### src/rtl/core/simd8_pkg.sv
package simd8_pkg;

    localparam int PHYS_LANES = 8;
    localparam int LANE_W     = 32;
    localparam int PAIR_W     = 2 * LANE_W;
    localparam int SHAMT_W    = 5;
    localparam int MULH_SHIFT = 16;

    typedef enum logic [3:0] {
        OP_ADD  = 4'd0,
        OP_SUB  = 4'd1,
        OP_MUL  = 4'd2,
        OP_MULH = 4'd3,
        OP_MAX  = 4'd4,
        OP_MIN  = 4'd5,
        OP_SRL  = 4'd6,
        OP_SLL  = 4'd7,
        OP_SRA  = 4'd8
    } op_e;

    typedef enum logic {
        CMD_ELEM   = 1'b0,
        CMD_REDUCE = 1'b1
    } cmd_e;

    typedef struct packed {
        logic              cmd;
        logic [3:0]        op;
        logic              is_signed;
        logic              last_row;
        logic [PAIR_W-1:0] a_pair0;
        logic [PAIR_W-1:0] a_pair1;
        logic [PAIR_W-1:0] a_pair2;
        logic [PAIR_W-1:0] a_pair3;
        logic [PAIR_W-1:0] b_pair0;
        logic [PAIR_W-1:0] b_pair1;
        logic [PAIR_W-1:0] b_pair2;
        logic [PAIR_W-1:0] b_pair3;
    } req_t;

    typedef struct packed {
        logic              from_reduce;
        logic [PAIR_W-1:0] r_pair0;
        logic [PAIR_W-1:0] r_pair1;
        logic [PAIR_W-1:0] r_pair2;
        logic [PAIR_W-1:0] r_pair3;
    } rsp_t;

    // Control broadcast from the top level to every lane
    typedef struct packed {
        logic       accept;
        logic       cmd;
        logic [3:0] op;
        logic       is_signed;
        logic       running;
    } lane_ctl_t;

endpackage

### src/rtl/core/simd8_merge.sv
module simd8_merge
    import simd8_pkg::*;
(
    input  logic                              clk,
    input  logic                              rst_n,
    input  logic                              load,
    input  logic                              from_reduce,
    input  logic [PHYS_LANES-1:0][LANE_W-1:0] lanes,
    input  logic                              rsp_ready,
    output logic                              rsp_valid,
    output rsp_t                              rsp,
    output logic                              free
);

    logic rsp_valid_reg;
    logic rsp_valid_next;
    rsp_t rsp_reg;
    rsp_t rsp_next;

    assign free = !rsp_valid_reg || rsp_ready;

    always_comb
    begin
        rsp_next.from_reduce = from_reduce;
        rsp_next.r_pair0     = {lanes[1], lanes[0]};
        rsp_next.r_pair1     = {lanes[3], lanes[2]};
        rsp_next.r_pair2     = {lanes[5], lanes[4]};
        rsp_next.r_pair3     = {lanes[7], lanes[6]};
    end

    always_comb
    begin
        if (load)
        begin
            rsp_valid_next = 1'b1;
        end
        else if (rsp_ready)
        begin
            rsp_valid_next = 1'b0;
        end
        else
        begin
            rsp_valid_next = rsp_valid_reg;
        end
    end

    always_ff @(posedge clk or negedge rst_n)
    begin
        if (!rst_n)
        begin
            rsp_valid_reg <= 1'b0;
        end
        else
        begin
            rsp_valid_reg <= rsp_valid_next;
        end
    end

    always_ff @(posedge clk)
    begin
        if (load)
        begin
            rsp_reg <= rsp_next;
        end
    end

    assign rsp_valid = rsp_valid_reg;
    assign rsp       = rsp_reg;

endmodule

### config.mk
export PLATFORM = sky130hd
export DESIGN_NAME = simd8_merge
export DESIGN_NICKNAME = d
export VERILOG_FILES = /design/src/rtl/core/simd8_pkg.sv /design/src/rtl/core/simd8_merge.sv
export SDC_FILE = /design/constraint.sdc
export NUM_CORES = 1
export LEC_CHECK = 0
export ABC_AREA = 1
export BUFFER_PORTS_ARGS = -buffer_cell sky130_fd_sc_hd__buf_2
export CAP_MARGIN = 30
export CORE_AREA = 2 2 200 202
export CTS_BUF_LIST = sky130_fd_sc_hd__clkbuf_4 sky130_fd_sc_hd__clkbuf_8
export CTS_CLUSTER_SIZE = 25
export DETAILED_ROUTE_END_ITERATION = 8
export DIE_AREA = 0 0 202 204
export MAX_ROUTING_LAYER = met4
export SLEW_MARGIN = 15
export SYNTH_ARGS = -nofsm -noshare
export SYNTH_HDL_FRONTEND = slang
export SYNTH_SLANG_ARGS = --single-unit
### constraint.sdc
create_clock -name clk -period 1.8 [get_ports clk]
set_input_delay 0 -clock clk [delete_from_list [all_inputs] [get_ports clk]]
set_output_delay 0 -clock clk [all_outputs]
set_load 0.02 [all_outputs]
==> results_dict.tcl, run 1 <==
set metrics [dict create \
    outcome "complete, no violations" \
    postSynthCellCount 262 \
    antenna_found_initial 2 \
    p_comb_share_pct 13.7 \
    final.setup.tns_ps 0 \
    cts_tree "built" \
    die_area_um2 41200 \
    clock_path_buffers 3 \
    ant_nets 0 \
    dr.pass1.iters 4 \
    cts-resized-gates 0 \
    die_height_um 204 \
    syn_area_um2 7760 \
    initial_core_util_pct 19.8 \
    layout_common_cells "buf_2, dlygate4sd3_1, edfxtp_1, clkbuf_8, clkbuf_4" \
    fin_crit_sh_pct 77.2 \
    largest_reg_flops 257 \
    die_width_um 202 \
    yosys_warnings 0 \
    period_needed_ps 1390 \
    drtIter0Drc 204 \
    wl_per_cell_um 15.7 \
    cp_data_arrival_time_ps 1890 \
    synth_nets 523 \
    stdcell_count 1661 \
    cp-end-kind "flip-flop" \
    leakagePower_nw 6.22 \
    rows 73 \
    ios 520 \
    power.density_nw_per_um2 1000 \
    cap_viol_max_count 0 \
    grt.overflow.total 0 \
    clk_root_buffer_cell "clkbuf_8" \
    gp_congestion 0.786 \
    htree_levels 2 \
    setup_viol 0 \
    synth_top_area_share_pct 99.4 \
    dp_hpwl_mm 17.5 \
    post_cts_buffers 0 \
    grt_pass1_wl_mm 37.5 \
    hold_depth 2 \
    cts_buffers 44 \
    synthDistinctLibCells 4 \
    critPathRequiredTime_ps 2300 \
    p_clk_share_pct 36.8 \
    cts.sinks 258 \
    ys_seq_elements 258 \
    sw_frac_of_total_pct 24.2 \
    dp.cells 1319 \
    drcViolationCount 0 \
    totalPowerFinal_w 0.0147 \
    crit_fanout 45 \
    io_buffers 519 \
    synth_top_cell_by_area "edfxtp_1" \
    seq_power_share_pct 49.5 \
    rsz0062_at_grt "no" \
    utilization_pct 37.5 \
    power_switching_w 0.00356 \
    nNetsFinal 1363 \
    viasPerCell 3.61 \
    ys_seq_area_share_pct 99.7 \
    dr_total_vias 5993 \
    peakVddDrop_v 0.000545 \
    cp-start-kind "input port" \
    hp-class "in2reg" \
    final_common_cell "buf_2" \
    grt_max_degree 58 \
    relSlewSlack_pct 70.7 \
    worst_pin_slew_ps 439 \
    critPathKind "in2reg" \
    drv_slew 0 \
    place_area_um2 11100 \
    grt_pass1_vias 6561 \
    synthToLayoutAreaGrowth_pct 89.2 \
    r2r_cells 3 \
    timing.fmax_ghz 0.720 \
    wl_mm 26.1 \
    synth.area.top_cells "edfxtp_1, dfrtp_1, nand2_2" \
    clk_latency_ps 560 \
    drive_above_1_share_pct 53.3 \
    syn_avg_cell_area_um2 29.6 \
    fp.coreArea_um2 39200 \
    holdBufCountCts 262 \
    cts.reportedPaths.clkPinSlew_ps 60 \
    nFillCells 3583 \
    finClkSkew_ps 0 \
    power.internal_w 0.0112 \
    hold_viol_final 0 \
    post-route-cell-area_um2 14700 \
    grt_usage_pct 12.5 \
]
-- area by class of cell --
cell class / count / area [um2] / area share [%]
flip-flops and latches: 258 / 7740 / 52.7
repair buffers: 794 / 5350 / 36.4
clock buffers: 60 / 744 / 5.07
well taps: 525 / 657 / 4.47
clock inverters: 18 / 166 / 1.13
multi-input cells: 2 / 12.5 / 0.0852
inverters: 2 / 7.51 / 0.0511
diodes: 2 / 5.00 / 0.0341
-- logic make-up after synthesis --
group | after synthesis | synth area share [%]
and+or+nand+nor | 2 | 0.161
DFF | 258 | 99.7
buffers and inverters | 2 | 0.0967
-- synthesized netlist by cell type, drive strengths merged --
library cell  count
edfxtp          257
nand2             2
dfrtp             1
inv               2
-- worst max-delay path: stages --
cell and delay (ps):
dlygate4sd3_1 570, buf_8 350, buf_4 270, inv_1 80, nand2_2 60, dlygate4sd3_1 550
-- power groups by stage --
stage	Sequential [W]	Combinational, W	Clock (W)
CTS	0.00728	0.00201	0.00562
global placement	0.00738	0.00156	0
global route	0.00732	0.00213	0.00588
finish	0.00728	0.00202	0.00542
detailed placement	0.00739	0.00156	0
floorplan	0.00802	0.00000555	0
-- worst paths after layout --
check | start | end | slack, ps
min reg2reg | rsp_valid$_DFFE_PN0P_ | rsp_valid$_DFFE_PN0P_ | 1120
max reg2reg | rsp_valid$_DFFE_PN0P_ | rsp_valid$_DFFE_PN0P_ | 570
min in group asynchronous | rst_n | rsp_valid$_DFFE_PN0P_ | 280
max in group asynchronous | rst_n | rsp_valid$_DFFE_PN0P_ | 1410
max | load | rsp_valid$_DFFE_PN0P_ | 410
min | lanes[211] | rsp[19]$_DFFE_PP_ | 130
-- routing by layer --
metal / track usage (%) / vias up / wire (um)
met3: 5.10 / 54 / 2710
li1: - / 2758 / -
met5: - / - / 0
met4: 5.20 / 0 / 688
met1: 13.5 / 2796 / 10000
met2: 20.5 / 385 / 12700
-- through the flow --
step                      setup WS (ps)  hold WS, ps
final                               411          132
after global routing                396         65.2
after CTS                           463         48.7
after detailed placement            706         -223
after global placement              715         -223
after floorplan                    1020         -296
No activity file was read; power rests on OpenSTA's default activity.
==> inputs of run 2 (changes only) <==
Settings changed: ABC_AREA 1 to 0, CORE_AREA 2 2 200 202 to 2 2 205 207, DIE_AREA 0 0 202 204 to 0 0 207 209.
Clock period 1.8 ns to 1.12 ns, I/O delays scaled along.
==> results_dict.tcl, run 2 <==
set metrics [dict create \
    synth_top_cell_by_area "edfxtp_1" \
    place_ws_ps 229 \
    synth.area.top_cells "edfxtp_1, dfrtp_1, nand2b_4" \
    ios 520 \
    grt_usage_pct 12.4 \
    peakVddDrop_v 0.000988 \
    fp.coreArea_um2 41300 \
    synth_top_area_share_pct 99.4 \
    place_area_um2 11300 \
    hold_depth 2 \
    reg2reg_to "rsp_valid$_DFFE_PN0P_" \
    period_needed_ps 1180 \
    cp_top_family "flip-flops" \
    grt_pass1_vias 6635 \
    grt_pass1_wl_mm 38.8 \
    grt.overflow.total 0 \
    r2r-start "rsp_valid$_DFFE_PN0P_" \
    synth_ff_type "edfxtp_1" \
    power.density_nw_per_um2 1510 \
    rows 75 \
    cp-startpoint "rsp[9]$_DFFE_PP_" \
    rsz0062_at_grt "yes" \
    final.setup.tns_ps -702 \
    die_area_um2 43300 \
    synthDistinctLibCells 4 \
    io_buffers 519 \
    yosys_warnings 0 \
    largest_reg_flops 257 \
    post-route-cell-area_um2 16000 \
    violations "negative setup slack" \
    drcViolationCount 0 \
    cp_cell_sequence "buf_6" \
    grt_max_degree 41 \
    cts_buffers 43 \
    initial_core_util_pct 18.8 \
    synthToLayoutAreaGrowth_pct 106 \
    crit_fanout 1 \
    drive_above_1_share_pct 53.5 \
    wl_per_cell_um 16.7 \
    synthArstFlopShare_pct 0.388 \
    dr_total_vias 6092 \
    clock_path_buffers 3 \
    final_common_cell "buf_2" \
    synth_edf_count 257 \
    r2r_slack_ps 360 \
    cp_slowest_cell "edfxtp_1" \
    drtIter0Drc 259 \
    cap_viol_max_count 0 \
    cp-end-kind "output pin" \
    r2r_cells 3 \
    dp_hpwl_mm 18.5 \
    cts.reportedPaths.clkPinSlew_ps 70 \
    hp-class "in2reg" \
    die_width_um 207 \
    setup_ws_ps -55.4 \
    critPathKind "reg2out" \
    synth_most_common_cell "edfxtp_1" \
    ys_seq_elements 258 \
    finClkSkew_ps 0 \
    timing.fmax_ghz 0.851 \
    clk_root_buffer_cell "clkbuf_8" \
    dr.pass1.iters 4 \
    htree_levels 2 \
    max_stage_delay_ps 440 \
    utilization_pct 38.7 \
    fin_crit_sh_pct 105 \
    cp.buffers_inverters 1 \
    relSlewSlack_pct 83.1 \
    leakagePower_nw 6.68 \
    wl_mm 28.2 \
    cp_data_arrival_time_ps 1180 \
    cts_tree "built" \
    clk_latency_ps 560 \
    syn_avg_cell_area_um2 29.9 \
    antenna_found_initial 5 \
    critPathRequiredTime_ps 1120 \
    worst_pin_slew_ps 254 \
    hp-start "lanes[10]" \
    gp_congestion 0.788 \
    hold-path-endpoint "rsp[202]$_DFFE_PP_" \
    hold_viol_final 0 \
    outcome "finished, violations left" \
    ant_nets 0 \
    viasPerCell 3.62 \
    drv_slew 0 \
    postSynthCellCount 260 \
    layout_common_cells "buf_2, dlygate4sd3_1, edfxtp_1, buf_6, clkbuf_8" \
    nNetsFinal 1368 \
    synth_nets 521 \
    syn_area_um2 7760 \
    hold_ws_ps 130 \
    cts.sinks 258 \
    synth_common_cells "edfxtp_1, dfrtp_1, nand2b_2, nand2b_4" \
    setup_viol 43 \
    ys_seq_area_share_pct 99.7 \
    die_height_um 209 \
    cp-start-kind "flip-flop" \
]
## run 2: changes by cell type in the layout (fill, tap and decap cells not counted), moves of 2 or more
cell / delta
clkbuf_4: -2
clkinvlp_4: -2
clkinv_1: +4
buf_4: +4
clkinv_2: +4
clkbuf_8: -2
nand2_2: -2
buf_6: +193
inv_1: -2
buf_12: +6
buf_2: -194
## run 2: timing repair
action                     in CTS  in global routing
resized for setup             226                161
hold endpoints to repair      343                  0
gates cloned                    0                  0
pin swaps                       0                  0
buffers inserted                0                  1
hold buffers                  261                  0
setup endpoints to repair     259                259
## run 2: cell families after synthesis
family,share of synthesized area [%]
AND/OR/NAND/NOR,0.290
flip-flops,99.7
## run 2: stage by stage
step | cells | total power [W]
2_1_floorplan | 260 | 0.0129
4_1_cts | 1679 | 0.0241
6_report | 1682 | 0.0242
3_3_place_gp | 1339 | 0.0144
3_5_place_dp | 1339 | 0.0145
5_1_grt | 1682 | 0.0252
## run 2: how the worst max path moves through the flow
stage / endpoint / slack, ps / cells after the start
final: rsp[9] / -60 / 1
after global routing: free / -140 / 2
after CTS: rsp[9] / -140 / 1
after detailed placement: rsp[43]$_DFFE_PP_ / 230 / 3
after global placement: rsp[218]$_DFFE_PP_ / 230 / 3
after floorplan: rsp_valid$_DFFE_PN0P_ / 350 / 2
## run 2: power by group
part	total, W	internal (W)	switching, W
clock	0.00835	0.00457	0.00378
sequential	0.0118	0.0115	0.000351
combinational	0.00396	0.00211	0.00185
total	0.0242	0.0182	0.00598
## run 2: per-layer routing
metal  vias up  wire, um  track usage [%]  part of all wire, %
met5         -         0                -                    0
met4         0       825             4.88                  2.9
met1      2909     10100             13.0                   36
met3        52      2630             4.88                  9.3
li1       2774         -                -                    -
met2       357     14600             21.0                   52
## run 2: layout make-up
cell class | instances | area, um2
sequential | 258 | 7740
multi-input combinational | 2 | 22.5
clock inverter | 23 | 156
fill | 3724 | 25300
clock buffer | 56 | 702
tap | 539 | 674
timing repair buffer | 802 | 6700
antenna | 2 | 5.00
==> inputs of run 3 (changes only) <==
Settings changed: BUFFER_PORTS_ARGS -buffer_cell sky130_fd_sc_hd__buf_2 to default, CORE_AREA 2 2 205 207 to 2 2 203 205, DIE_AREA 0 0 207 209 to 0 0 205 207, DONT_BUFFER_PORTS from default to 1.
==> results_dict.tcl, run 3 <==
set metrics [dict create \
    gp_congestion 0.800 \
    die_height_um 207 \
    io_buffers 0 \
    synthArstFlopShare_pct 0.388 \
    syn_avg_cell_area_um2 29.9 \
    die_width_um 205 \
    synth_common_cells "edfxtp_1, dfrtp_1, nand2b_2, nand2b_4" \
    initial_core_util_pct 19.2 \
    synth_most_common_cell "edfxtp_1" \
    yosys_warnings 0 \
    outcome "aborted with a tool error" \
    synth.area.top_cells "edfxtp_1, dfrtp_1, nand2b_4" \
    synth_nets 521 \
    error "[ERROR RSZ-0060] Max buffer count reached." \
    ys_seq_area_share_pct 99.7 \
    ys_seq_elements 258 \
    syn_area_um2 7760 \
    synth_top_cell_by_area "edfxtp_1" \
    cts-resized-gates 1 \
    holdBufCountCts 173 \
    clk_root_buffer_cell "clkbuf_8" \
    clock_path_buffers 3 \
    haltStage "4_1_cts" \
    ios 520 \
    htree_levels 2 \
    post_cts_buffers 0 \
    synthDistinctLibCells 4 \
    rows 74 \
    synth_edf_count 257 \
    synth_ff_type "edfxtp_1" \
    cts_buffers 41 \
    synth_top_area_share_pct 99.4 \
    cts.sinks 258 \
    postSynthCellCount 260 \
]
run 3: cell counts after synthesis:
Identical to the previous run, type by type.
run 3: logic make-up after synthesis:
logic type / Yosys count / synth area share [%]
and+or+nand+nor: 2 / 0.290
DFF: 258 / 99.7
run 3: metrics by stage:
step,instance area [um2],utilization (%),std cells,setup slack [ps]
after detailed placement,8430,20.9,792,282
after global placement,8430,20.9,792,293
after floorplan,7760,-,260,348
==> inputs of run 4 (changes only) <==
Settings changed: CORE_AREA 2 2 203 205 to 2 2 204 206, CTS_BUF_LIST sky130_fd_sc_hd__clkbuf_4 sky130_fd_sc_hd__clkbuf_8 to default, CTS_CLUSTER_SIZE 25 to default, DIE_AREA 0 0 205 207 to 0 0 206 208, MAX_ROUTING_LAYER met4 to default, PLACE_DENSITY_LB_ADDON from default to 0.15.
Clock period 1.12 ns to 1.45 ns, I/O delays scaled along.
==> results_dict.tcl, run 4 <==
set metrics [dict create \
    synth_most_common_cell "edfxtp_1" \
    cts.sinks 258 \
    outcome "aborted with a tool error" \
    clock_path_buffers 3 \
    io_buffers 0 \
    synth.area.top_cells "edfxtp_1, dfrtp_1, nand2b_4" \
    initial_core_util_pct 19.1 \
    yosys_warnings 0 \
    synth_nets 521 \
    htree_levels 1 \
    syn_avg_cell_area_um2 29.9 \
    syn_area_um2 7760 \
    die_width_um 206 \
    cts_buffers 28 \
    synth_edf_count 257 \
    place_ws_ps 646 \
    ys_seq_area_share_pct 99.7 \
    synth_ff_type "edfxtp_1" \
    die_height_um 208 \
    rows 74 \
    postSynthCellCount 260 \
    synthArstFlopShare_pct 0.388 \
    haltStage "4_1_cts" \
    ys_seq_elements 258 \
    synthDistinctLibCells 4 \
    synth_top_cell_by_area "edfxtp_1" \
    holdBufCountCts 169 \
    gp_congestion 0.745 \
    ios 520 \
    post_cts_buffers 0 \
    synth_common_cells "edfxtp_1, dfrtp_1, nand2b_2, nand2b_4" \
    cts-resized-gates 0 \
    error "[ERROR RSZ-0060] Max buffer count reached." \
    synth_top_area_share_pct 99.4 \
    clk_root_buffer_cell "clkbuf_16" \
]
## run 4: cell counts after synthesis
No cell type changed its count.
## run 4: kinds of logic after synthesis
| family | count (synthesis) | share of synthesized area [%] |
|---|---|---|
| DFF | 258 | 99.7 |
| and+or+nand+nor | 2 | 0.290 |
## run 4: per-stage QoR
| stage | cell area (um2) | std cells |
|---|---|---|
| 3_5_place_dp | 8430 | 792 |
| 3_3_place_gp | 8430 | 792 |
| 2_1_floorplan | 7760 | 260 |
